## config.mk

```make
export PLATFORM = sky130hd
export DESIGN_NAME = mono_note_priority_stack
export DESIGN_NICKNAME = d
export VERILOG_FILES = /design/src/mnps_pkg.sv /design/src/mnps_ram.sv /design/src/mnps_seq.sv /design/src/mono_note_priority_stack.sv
export SDC_FILE = /design/constraint.sdc
export NUM_CORES = 1
export LEC_CHECK = 0
export BUFFER_PORTS_ARGS = -buffer_cell sky130_fd_sc_hd__buf_2
export CORE_MARGIN = 5
export CORE_UTILIZATION = 52
export CTS_CLUSTER_DIAMETER = 120
export CTS_CLUSTER_SIZE = 25
export DETAILED_ROUTE_END_ITERATION = 12
export GPL_TIMING_DRIVEN = 0
export PLACE_DENSITY = 0.81
export SKIP_CTS_REPAIR_TIMING = 1
export SLEW_MARGIN = 5
export SYNTH_ARGS = -nofsm -noshare
export SYNTH_HDL_FRONTEND = slang
export SYNTH_SLANG_ARGS = --single-unit
```

## constraint.sdc

```tcl
create_clock -name clk -period 8 [get_ports clk]
set_clock_uncertainty 0.2 [all_clocks]
set_input_delay 2.4 -clock clk [delete_from_list [all_inputs] [get_ports clk]]
set_output_delay 2.4 -clock clk [all_outputs]
set_load 0.01 [all_outputs]
```

## src/mnps_pkg.sv

```systemverilog
// Shared types, constants and microcode ROM for the mono note priority stack.
// No dependencies; imported by the sequencer, the top level and the checker.
package mnps_pkg;

    localparam int DEF_STACK_DEPTH = 8;

    localparam logic [6:0] ACCENT_VELOCITY = 7'd100;
    localparam logic [4:0] MAX_CHANNEL     = 5'd1;

    // Event command codes
    localparam logic [1:0] CMD_NOTE_ON  = 2'd0;
    localparam logic [1:0] CMD_NOTE_OFF = 2'd1;
    localparam logic [1:0] CMD_CLEAR    = 2'd2;

    typedef struct packed {
        logic [1:0] cmd;
        logic [4:0] channel;
        logic [6:0] note_number;
        logic [6:0] velocity;
    } in_item_t;

    typedef struct packed {
        logic       gate_on;
        logic [6:0] live_note;
        logic       accent_on;
        logic       slide_on;
        logic [3:0] held_count;
    } out_item_t;

    // One stack entry as stored in the RAM
    typedef struct packed {
        logic [6:0] note;
        logic       accent;
    } entry_t;

    localparam int ENTRY_W = $bits(entry_t);

    // Microprogram step addresses
    localparam logic [3:0] UP_IDLE     = 4'd0;
    localparam logic [3:0] UP_CHK_CLR  = 4'd1;
    localparam logic [3:0] UP_CHK_IGN  = 4'd2;
    localparam logic [3:0] UP_SRCH_RD  = 4'd3;
    localparam logic [3:0] UP_SRCH_CMP = 4'd4;
    localparam logic [3:0] UP_SHIFT_RD = 4'd5;
    localparam logic [3:0] UP_SHIFT_WR = 4'd6;
    localparam logic [3:0] UP_DEC      = 4'd7;
    localparam logic [3:0] UP_BRANCH   = 4'd8;
    localparam logic [3:0] UP_PUSH     = 4'd9;
    localparam logic [3:0] UP_REL_RD   = 4'd10;
    localparam logic [3:0] UP_REL_SET  = 4'd11;
    localparam logic [3:0] UP_REL_OFF  = 4'd12;
    localparam logic [3:0] UP_EMIT     = 4'd13;
    localparam logic [3:0] UP_CLEAR    = 4'd14;

    // Sequencer branch conditions
    localparam logic [3:0] C_NEXT      = 4'd0;
    localparam logic [3:0] C_JUMP      = 4'd1;
    localparam logic [3:0] C_WAIT_IN   = 4'd2;
    localparam logic [3:0] C_WAIT_OUT  = 4'd3;
    localparam logic [3:0] C_IF_CLEAR  = 4'd4;
    localparam logic [3:0] C_IF_IGNORE = 4'd5;
    localparam logic [3:0] C_IF_IDX_END = 4'd6;
    localparam logic [3:0] C_IF_MISS   = 4'd7;
    localparam logic [3:0] C_IF_LAST   = 4'd8;
    localparam logic [3:0] C_IF_OFF    = 4'd9;
    localparam logic [3:0] C_IF_EMPTY  = 4'd10;

    // Datapath action bits of one control word
    typedef struct packed {
        logic in_ready;
        logic idx_clr;
        logic rd_idx1;
        logic rd_top;
        logic wr_shift;
        logic idx_inc;
        logic idx_inc_miss;
        logic depth_dec;
        logic push;
        logic load_top;
        logic gate_off;
        logic clr;
        logic emit;
    } uact_t;

    typedef struct packed {
        logic [3:0] cond;
        logic [3:0] target;
        uact_t      act;
    } uword_t;

    // Status flags from the datapath to the sequencer
    typedef struct packed {
        logic in_valid;
        logic out_free;
        logic is_clear;
        logic is_ignore;
        logic idx_end;
        logic miss;
        logic last;
        logic is_off;
        logic empty;
    } ucond_t;

    // Control store
    function automatic uword_t ucode_rom(input logic [3:0] step);
        uword_t w;
        w = '0;
        case (step)
            UP_IDLE:
            begin
                w.cond = C_WAIT_IN;  w.target = UP_CHK_CLR;
                w.act.in_ready = 1'b1; w.act.idx_clr = 1'b1;
            end
            UP_CHK_CLR:
            begin
                w.cond = C_IF_CLEAR; w.target = UP_CLEAR;
            end
            UP_CHK_IGN:
            begin
                w.cond = C_IF_IGNORE; w.target = UP_EMIT;
            end
            UP_SRCH_RD:
            begin
                // default read address is the search index
                w.cond = C_IF_IDX_END; w.target = UP_BRANCH;
            end
            UP_SRCH_CMP:
            begin
                w.cond = C_IF_MISS; w.target = UP_SRCH_RD;
                w.act.idx_inc_miss = 1'b1;
            end
            UP_SHIFT_RD:
            begin
                w.cond = C_IF_LAST; w.target = UP_DEC;
                w.act.rd_idx1 = 1'b1;
            end
            UP_SHIFT_WR:
            begin
                w.cond = C_JUMP; w.target = UP_SHIFT_RD;
                w.act.wr_shift = 1'b1; w.act.idx_inc = 1'b1;
            end
            UP_DEC:
            begin
                w.cond = C_NEXT;
                w.act.depth_dec = 1'b1;
            end
            UP_BRANCH:
            begin
                w.cond = C_IF_OFF; w.target = UP_REL_RD;
            end
            UP_PUSH:
            begin
                w.cond = C_JUMP; w.target = UP_EMIT;
                w.act.push = 1'b1;
            end
            UP_REL_RD:
            begin
                w.cond = C_IF_EMPTY; w.target = UP_REL_OFF;
                w.act.rd_top = 1'b1;
            end
            UP_REL_SET:
            begin
                w.cond = C_JUMP; w.target = UP_EMIT;
                w.act.load_top = 1'b1;
            end
            UP_REL_OFF:
            begin
                w.cond = C_NEXT;
                w.act.gate_off = 1'b1;
            end
            UP_EMIT:
            begin
                w.cond = C_WAIT_OUT; w.target = UP_IDLE;
                w.act.emit = 1'b1;
            end
            UP_CLEAR:
            begin
                w.cond = C_JUMP; w.target = UP_EMIT;
                w.act.clr = 1'b1;
            end
            default:
            begin
                w.cond = C_JUMP; w.target = UP_IDLE;
            end
        endcase
        return w;
    endfunction

endpackage

```

## src/mnps_ram.sv

```systemverilog
// Generic single-write, single-read RAM with registered read data.
// No dependencies; holds the note stack entries.
module mnps_ram #(
    parameter int WIDTH = 8,
    parameter int DEPTH = 8
) (
    input  logic                     clk,
    input  logic                     we,
    input  logic [$clog2(DEPTH)-1:0] waddr,
    input  logic [WIDTH-1:0]         wdata,
    input  logic [$clog2(DEPTH)-1:0] raddr,
    output logic [WIDTH-1:0]         rdata
);

    logic [WIDTH-1:0] mem [DEPTH];

    // Write port and registered read port
    always_ff @(posedge clk)
    begin
        if (we)
        begin
            mem[waddr] <= wdata;
        end
        rdata <= mem[raddr];
    end

endmodule

```

## src/mnps_seq.sv

```systemverilog
// Microcode sequencer: step counter, control store lookup and branch logic.
// Depends on mnps_pkg for the control word, condition codes and ROM.
module mnps_seq
    import mnps_pkg::*;
(
    input  logic   clk,
    input  logic   rst_n,
    input  ucond_t flags,
    output uact_t  act
);

    logic [3:0] pc_reg;
    logic [3:0] pc_next;
    logic [3:0] pc_inc;
    uword_t     word;

    assign word   = ucode_rom(pc_reg);
    assign pc_inc = pc_reg + 4'd1;
    assign act    = word.act;

    // Next step selection
    always_comb
    begin
        case (word.cond)
            C_NEXT:       pc_next = pc_inc;
            C_JUMP:       pc_next = word.target;
            C_WAIT_IN:    pc_next = flags.in_valid  ? word.target : pc_reg;
            C_WAIT_OUT:   pc_next = flags.out_free  ? word.target : pc_reg;
            C_IF_CLEAR:   pc_next = flags.is_clear  ? word.target : pc_inc;
            C_IF_IGNORE:  pc_next = flags.is_ignore ? word.target : pc_inc;
            C_IF_IDX_END: pc_next = flags.idx_end   ? word.target : pc_inc;
            C_IF_MISS:    pc_next = flags.miss      ? word.target : pc_inc;
            C_IF_LAST:    pc_next = flags.last      ? word.target : pc_inc;
            C_IF_OFF:     pc_next = flags.is_off    ? word.target : pc_inc;
            C_IF_EMPTY:   pc_next = flags.empty     ? word.target : pc_inc;
            default:      pc_next = UP_IDLE;
        endcase
    end

    always_ff @(posedge clk or negedge rst_n)
    begin
        if (!rst_n)
        begin
            pc_reg <= UP_IDLE;
        end
        else
        begin
            pc_reg <= pc_next;
        end
    end

endmodule

```

## src/mono_note_priority_stack.sv

```systemverilog
// Monophonic last-note-priority voice allocator (top level).
// Depends on mnps_pkg, mnps_seq and mnps_ram.
//
// Usage:
//   Input channel in_valid/in_ready/in_data carries note-on, note-off and
//   clear events; each transaction yields exactly one result on
//   out_valid/out_ready/out_data (gate, live note, accent, slide, count).
//   cfg_we/cfg_data write receive_enable; write it only while idle.
//   One event is processed at a time by a microcoded sequencer that walks
//   the held-note stack in a RAM with registered read, visiting each entry
//   with a read step and then a compare or move step. in_ready rises again
//   the cycle after the result is registered, and the result may still wait
//   in the output register while the next event is taken. If the receiver
//   stalls with a result pending, the next event is processed but holds in
//   its final step until the output frees.
//   Reset empties the stack, clears gate, note, accent and slide, and
//   sets receive_enable to 1. The RAM needs no clearing pass.
module mono_note_priority_stack
    import mnps_pkg::*;
#(
    parameter int STACK_DEPTH = DEF_STACK_DEPTH
) (
    input  logic      clk,
    input  logic      rst_n,
    input  logic      in_valid,
    output logic      in_ready,
    input  in_item_t  in_data,
    output logic      out_valid,
    input  logic      out_ready,
    output out_item_t out_data,
    input  logic      cfg_we,
    input  logic      cfg_data
);

    localparam int AW = $clog2(STACK_DEPTH);
    localparam int CW = $clog2(STACK_DEPTH + 1);

    uact_t     act;
    ucond_t    flags;

    in_item_t  evt_reg;
    out_item_t out_reg;
    logic      out_valid_reg;
    logic      out_valid_next;
    logic      enable_reg;

    logic [CW-1:0] idx_reg;
    logic [CW-1:0] idx_next;
    logic [CW-1:0] depth_reg;
    logic [CW-1:0] depth_next;
    logic [6:0]    cur_note_reg;
    logic [6:0]    cur_note_next;
    logic          gate_reg;
    logic          gate_next;
    logic          accent_reg;
    logic          accent_next;
    logic          slide_reg;
    logic          slide_next;

    logic [CW-1:0] idx_plus1;
    logic [CW-1:0] depth_minus1;
    logic          full;
    logic          new_accent;
    logic          out_free;
    logic          accept;

    logic          ram_we;
    logic [AW-1:0] ram_waddr;
    logic [AW-1:0] ram_raddr;
    entry_t        ram_wdata;
    entry_t        ram_rdata;

    // Sequencer
    mnps_seq u_seq (
        .clk   (clk),
        .rst_n (rst_n),
        .flags (flags),
        .act   (act)
    );

    // Stack storage
    mnps_ram #(
        .WIDTH (ENTRY_W),
        .DEPTH (STACK_DEPTH)
    ) u_ram (
        .clk   (clk),
        .we    (ram_we),
        .waddr (ram_waddr),
        .wdata (ram_wdata),
        .raddr (ram_raddr),
        .rdata (ram_rdata)
    );

    // Handshakes
    assign in_ready  = act.in_ready;
    assign accept    = in_valid && act.in_ready;
    assign out_free  = !out_valid_reg || out_ready;
    assign out_valid = out_valid_reg;
    assign out_data  = out_reg;

    // Address arithmetic
    assign idx_plus1    = idx_reg + CW'(1);
    assign depth_minus1 = depth_reg - CW'(1);
    assign full         = (depth_reg == CW'(STACK_DEPTH));
    assign new_accent   = (evt_reg.velocity >= ACCENT_VELOCITY);

    // Status flags for branching
    always_comb
    begin
        flags.in_valid  = in_valid;
        flags.out_free  = out_free;
        flags.is_clear  = (evt_reg.cmd == CMD_CLEAR);
        flags.is_ignore = ((evt_reg.cmd != CMD_NOTE_ON) && (evt_reg.cmd != CMD_NOTE_OFF))
                          || !enable_reg || (evt_reg.channel > MAX_CHANNEL);
        flags.idx_end   = (idx_reg >= depth_reg);
        flags.miss      = (ram_rdata.note != evt_reg.note_number);
        flags.last      = (idx_plus1 >= depth_reg);
        flags.is_off    = (evt_reg.cmd == CMD_NOTE_OFF) || (evt_reg.velocity == 7'd0);
        flags.empty     = (depth_reg == '0);
    end

    // RAM port selection
    always_comb
    begin
        if (act.rd_idx1)
        begin
            ram_raddr = idx_plus1[AW-1:0];
        end
        else if (act.rd_top)
        begin
            ram_raddr = depth_minus1[AW-1:0];
        end
        else
        begin
            ram_raddr = idx_reg[AW-1:0];
        end

        ram_we = act.wr_shift || (act.push && !full);
        if (act.push)
        begin
            ram_waddr        = depth_reg[AW-1:0];
            ram_wdata.note   = evt_reg.note_number;
            ram_wdata.accent = new_accent;
        end
        else
        begin
            ram_waddr = idx_reg[AW-1:0];
            ram_wdata = ram_rdata;
        end
    end

    // Voice state update
    always_comb
    begin
        idx_next      = idx_reg;
        depth_next    = depth_reg;
        cur_note_next = cur_note_reg;
        gate_next     = gate_reg;
        accent_next   = accent_reg;
        slide_next    = slide_reg;

        if (act.idx_clr)
        begin
            idx_next = '0;
        end
        else if (act.idx_inc || (act.idx_inc_miss && flags.miss))
        begin
            idx_next = idx_plus1;
        end

        if (act.depth_dec)
        begin
            depth_next = depth_minus1;
        end

        if (act.push)
        begin
            if (!full)
            begin
                depth_next = depth_reg + CW'(1);
            end
            slide_next    = gate_reg && (cur_note_reg != evt_reg.note_number);
            accent_next   = new_accent;
            gate_next     = 1'b1;
            cur_note_next = evt_reg.note_number;
        end

        if (act.load_top)
        begin
            cur_note_next = ram_rdata.note;
            accent_next   = ram_rdata.accent;
            slide_next    = 1'b1;
        end

        if (act.gate_off || act.clr)
        begin
            gate_next  = 1'b0;
            slide_next = 1'b0;
        end

        if (act.clr)
        begin
            depth_next = '0;
        end
    end

    // Output valid
    always_comb
    begin
        out_valid_next = out_valid_reg;
        if (act.emit && out_free)
        begin
            out_valid_next = 1'b1;
        end
        else if (out_ready)
        begin
            out_valid_next = 1'b0;
        end
    end

    // Control and state registers
    always_ff @(posedge clk or negedge rst_n)
    begin
        if (!rst_n)
        begin
            idx_reg       <= '0;
            depth_reg     <= '0;
            cur_note_reg  <= '0;
            gate_reg      <= 1'b0;
            accent_reg    <= 1'b0;
            slide_reg     <= 1'b0;
            out_valid_reg <= 1'b0;
            enable_reg    <= 1'b1;
        end
        else
        begin
            idx_reg       <= idx_next;
            depth_reg     <= depth_next;
            cur_note_reg  <= cur_note_next;
            gate_reg      <= gate_next;
            accent_reg    <= accent_next;
            slide_reg     <= slide_next;
            out_valid_reg <= out_valid_next;
            if (cfg_we)
            begin
                enable_reg <= cfg_data;
            end
        end
    end

    // Event and result payload registers
    always_ff @(posedge clk)
    begin
        if (accept)
        begin
            evt_reg <= in_data;
        end
        if (act.emit && out_free)
        begin
            out_reg.gate_on    <= gate_reg;
            out_reg.live_note  <= cur_note_reg;
            out_reg.accent_on  <= accent_reg;
            out_reg.slide_on   <= slide_reg;
            out_reg.held_count <= 4'(depth_reg);
        end
    end

endmodule

```

Word level (Yosys, flattened, before mapping)

Memories as Yosys holds them, arrays and structs flattened. A register that Yosys moved wholly into a read port is not among the register bits.
Cells that the tools add are included.

Output and inout port bits: 16
Register bits after elaboration: 59
Memories kept: 1
Memory bits (writable): 64
Word-level logic and storage cells: 134

Memories:

| memory    | depth | width | read ports | clocked after memory_dff | write ports | line           | RTL |
|---|---|---|---|---|---|---|---|
| u_ram.mem | 8     | 8     | 1          | 1                        | 1           | mnps_ram.sv:15 | `logic [WIDTH-1:0] mem [DEPTH];` |

$add $sub $neg: 4
Eq/ne operators: 32
Magnitude comparators: 4
Muxes and demuxes: 46
Reduce and logical (&&, ||, !) cells: 29

Operators with widths:

| operator              | count |
|---|---|
| $mux W4               | 15 |
| $eq A4 B4 Y1 const B  | 11 |
| $pmux W4 S11          | 1 |
| $pmux W4 S10          | 1 |
| $pmux W4 S9           | 1 |
| $eq A4 B3 Y1 const B  | 8 |
| $mux W1               | 20 |
| $eq A4 B2 Y1 const B  | 4 |
| $mux W7               | 2 |
| $ne A7 B7 Y1          | 2 |
| $add A4 B1 Y4 const B | 3 |
| $logic_not A4 Y1      | 3 |
| $reduce_bool A2 Y1    | 5 |
| $mux W3               | 3 |
| $eq A4 B1 Y1 const B  | 2 |
| $ge A4 B4 Y1          | 2 |
| $mux W8               | 1 |
| $ge A7 B7 Y1 const B  | 1 |
| $logic_not A7 Y1      | 1 |
| $logic_or A1 B1 Y1    | 7 |
| $logic_and A1 B1 Y1   | 6 |
| $gt A5 B1 Y1 const B  | 1 |
| $mux W2               | 2 |
| $ne A2 B2 Y1 const B  | 2 |
| 9 further kinds       | 11 |

Depth between registers and ports, before layout

Depth in word-level cells: 6
Depth in mapped cells: 12
Gate-level depth less buffers: 9

By module

Synthesis repeated with hierarchy kept, for this count alone.

Cells, all modules: 468
Area total of the unflattened synthesis: 6239.7 um^2

Modules (own cells, without submodules):

| module                   | cells each | area each (um^2) | times used |
|---|---|---|---|
| mnps_ram                 | 114        | 2691.3           | 1 |
| mono_note_priority_stack | 212        | 2645.0           | 1 |
| mnps_seq                 | 142        | 903.4            | 1 |

Least setup slack after synthesis

Ideal clock, no wire load.

Kind: input port to flip-flop
From: input port out_ready
To: register out_reg (netlist bit out_data[0]) (enable)
Slack: 4.207 ns
Arrival time: 3.207 ns
Stages on the path: 2
Path buffers: 0
Cell sequence: nand2b_1 nor2b_1

Longest elaborated chain between the ends: 2

RTL lines:

| item                | line                            | RTL |
|---|---|---|
| start: declaration  | mono_note_priority_stack.sv:29  | `input logic out_ready,` |
| $logic_or A1 B1 Y1  | mono_note_priority_stack.sv:97  | `assign out_free = !out_valid_reg \|\| out_ready;` |
| $logic_and A1 B1 Y1 | mono_note_priority_stack.sv:258 | `if (act.emit && out_free)` |
| end: declaration    | mono_note_priority_stack.sv:42  | `out_item_t out_reg;` |

Every way passes these cells.
A chain may end at the register's enable or synchronous reset.

Worst setup path in the final report

From: register u_seq.pc_reg[0]
To: output port in_ready

Longest elaborated chain between the ends: 2

RTL lines:

| item                     | line                           | RTL |
|---|---|---|
| start: declaration       | mnps_seq.sv:12                 | `logic [3:0] pc_reg;` |
| start signal: assignment | mnps_seq.sv:48                 | `pc_reg <= pc_next;` |
| $logic_not A4 Y1         | mnps_pkg.sv:108                | `case (step)` |
| $mux W2                  | mnps_pkg.sv:108                |  |
| end: declaration         | mono_note_priority_stack.sv:26 | `output logic in_ready,` |

Every way passes these cells.

==> results.json <==
{
  "status": "complete, no violations",
  "worst_setup_path_start_kind": "flip-flop",
  "cp_common_cell": "buf_2",
  "wl_per_cell_um": 19.0,
  "synthArstFlopShare": 0.185,
  "drc": 0,
  "ys_ff_latch": 130,
  "slowest_delay_ps": 420,
  "synth_compound_area_frac": 0.144,
  "setup_viol": 0,
  "ys_seq_area_frac": 0.591,
  "synth_simple_gate_area_share": 0.138,
  "hpwl_um": 10400,
  "synth_nets": 593,
  "synth-xor-area-share": 0.0308,
  "grt_usage": 0.209,
  "p_per_area_nw_per_um2": 441,
  "cp_max_fo": 10,
  "vias_per_cell": 6.11,
  "yosys-top-cells-area": "edfxtp_1 (47%), dfrtp_1 (9.2%), nand2_1 (5.4%)",
  "worst_pin_slew_ps": 952,
  "wirelength_um": 14600,
  "ys.warnings.count": 0,
  "insertion_delay_ps": 420,
  "synth_cell_type_count": 66,
  "fin_crit_sh": 0.574,
  "hold_viol_final": 0,
  "yosys.area_share.adder": 0.0300,
  "synthMostInstantiatedCell": "edfxtp_1",
  "gr-total-overflow": 0,
  "synth_top_family_by_area": "compound AO/OA/AOI/OAI gates",
  "maxSlewViolCount": 0,
  "yosys.area.top_type_share": 0.470,
  "grt_max_degree": 25,
  "slew_headroom": 0.363,
  "rr_worst_depth": 9,
  "root_buffer": "clkbuf_16",
  "die_h_um": 120,
  "ir_drop_mv": 0.211,
  "route.vias.total": 4712,
  "hold_path.startpoint": "slide_reg",
  "cts_sinks": 130,
  "first_global_vias": 4764,
  "fp-row-count": 40,
  "area_delta_synth_final_pct": 16.3,
  "path_cells": "inv_1 > ha_1 > buf_2 > buf_2 > nand2_1 > inv_1 > buf_2",
  "cts_max_path_buffers": 2,
  "largest_reg_flops": 64,
  "cp.arrival_ps": 1990,
  "die_w_um": 120,
  "fin_crit_ps": 4590,
  "whs_path_depth": 0,
  "synthFlopType": "edfxtp_1",
  "place_congestion": 0.910,
  "max_clock_freq_mhz": 218,
  "holdCritPathClass": "flip-flop to flip-flop",
  "endpoint_kind": "primary output",
  "cap_violations": 0,
  "drt-pass1-iter-count": 6,
  "numCtsBuffers": 17,
  "port_buffers": 41,
  "fillers": 925,
  "htree_levels": 4,
  "synth_edf_count": 98,
  "multi_input_area_um2": 2340,
  "regToRegStartpoint": "u_seq.pc_reg[1]",
  "netlist_area_um2": 6260,
  "synth_commonest_cells": "edfxtp_1 (98), nand2_1 (90), a21oi_1 (44)",
  "r2r_slack_ps": 4540,
  "num-nets-final": 653,
  "synth_cells": 551,
  "final_layout_size_suffix_gt1_frac": 0.183,
  "cts_tree": "yes",
  "ios": 43,
  "first_iter_violations": 624,
  "core_um2": 11900,
  "r2r_end": "u_ram.mem[7][2]",
  "synthMuxAreaShare": 0.0312,
  "crit_required_ps": 5400,
  "syn_area_per_cell_um2": 11.4,
  "antennaDiodeCount": 0,
  "grt_first_pass_wirelength_um": 23400,
  "critPathBufInv": 5,
  "fin_util": 0.612,
  "place_area_um2": 6660,
  "leakagePower_nw": 2.79,
  "rsz0062_at_grt": "no",
  "die_area_um2": 14300,
  "ant_nets": 0,
  "hold_path_end": "out_data[4]",
  "setup-tns-final_ps": 0,
  "yosysTopAreaCell": "edfxtp_1",
  "path_class": "flip-flop to primary output",
  "regArea_um2": 3700,
  "fin_area_um2": 7290,
  "cp_top_family": "buffers and inverters",
  "path_clk_slew_ps": 60,
  "start_util": 0.526,
  "worst_path_max_delay_cell": "dfrtp_1",
  "antenna_found_initial": 0
}
==> cells by family (layout without fill, tap and decap cells) <==
logic type                 after synthesis  in the layout
and+or+nand+nor                        182            182
AOI/OAI and AO/OA                      136            136
DFF                                    130            130
buffers and inverters                   47            120
xor gates and xnor gates                22             22
muxes                                   19             19
adders and majority gates               15             15
==> placed cells by master, fill, tap and decap left out, drive strengths merged, types with 18 or more instances in the layout <==
cell,count
a21oi,44
buf,59
clkbuf,30
dfrtp,23
edfxtp,98
inv,20
nand2,90
nand3,18
nor2,24
o22ai,19
==> layer usage <==
metal  global-route usage  share of wire
met5                    0              0
met4               0.0802          0.023
met3               0.0622          0.073
met2                0.346           0.51
met1                0.260           0.39
==> worst max-delay path by stage <==
stage	startpoint	end	slack, ps	depth (start not counted)
after floorplan	out_ready	out_data[0]	4210	2
after global placement	out_ready	out_data[0]	3590	3
after detailed placement	u_seq.pc_reg[0]	in_ready	3850	7
after CTS	u_seq.pc_reg[0]	in_ready	3400	7
after global routing	u_seq.pc_reg[0]	in_ready	3280	7
final	u_seq.pc_reg[0]	in_ready	3410	7
==> power breakdown <==
part | total [mW] | switching, mW | internal [mW]
sequential | 1.05 | 0.108 | 0.942
combinational | 1.34 | 0.826 | 0.514
clock | 0.822 | 0.297 | 0.525
total | 3.21 | 1.23 | 1.98
==> per-stage QoR <==
| step | hold WS, ps | power [mW] | instances | setup WS, ps |
|---|---|---|---|---|
| final | 296 | 3.21 | 771 | 3410 |
| after global routing | 314 | 3.40 | 771 | 3280 |
| after CTS | 295 | 3.20 | 771 | 3400 |
| after detailed placement | 274 | 2.36 | 739 | 3850 |
| after global placement | 271 | 2.32 | 739 | 3590 |
| after floorplan | 247 | 2.01 | 551 | 4210 |
==> final cells by class <==
| cell class | instances | share of cell area |
|---|---|---|
| Buffer | 31 | 0.0216 |
| Sequential cell | 130 | 0.508 |
| Clock buffer | 17 | 0.0584 |
| Timing Repair Buffer | 41 | 0.0282 |
| Tap cell | 147 | 0.0252 |
| Inverter | 16 | 0.00824 |
| Multi-Input combinational cell | 374 | 0.322 |
| Clock inverter | 15 | 0.0282 |
Power figures use the tool's default switching activity.
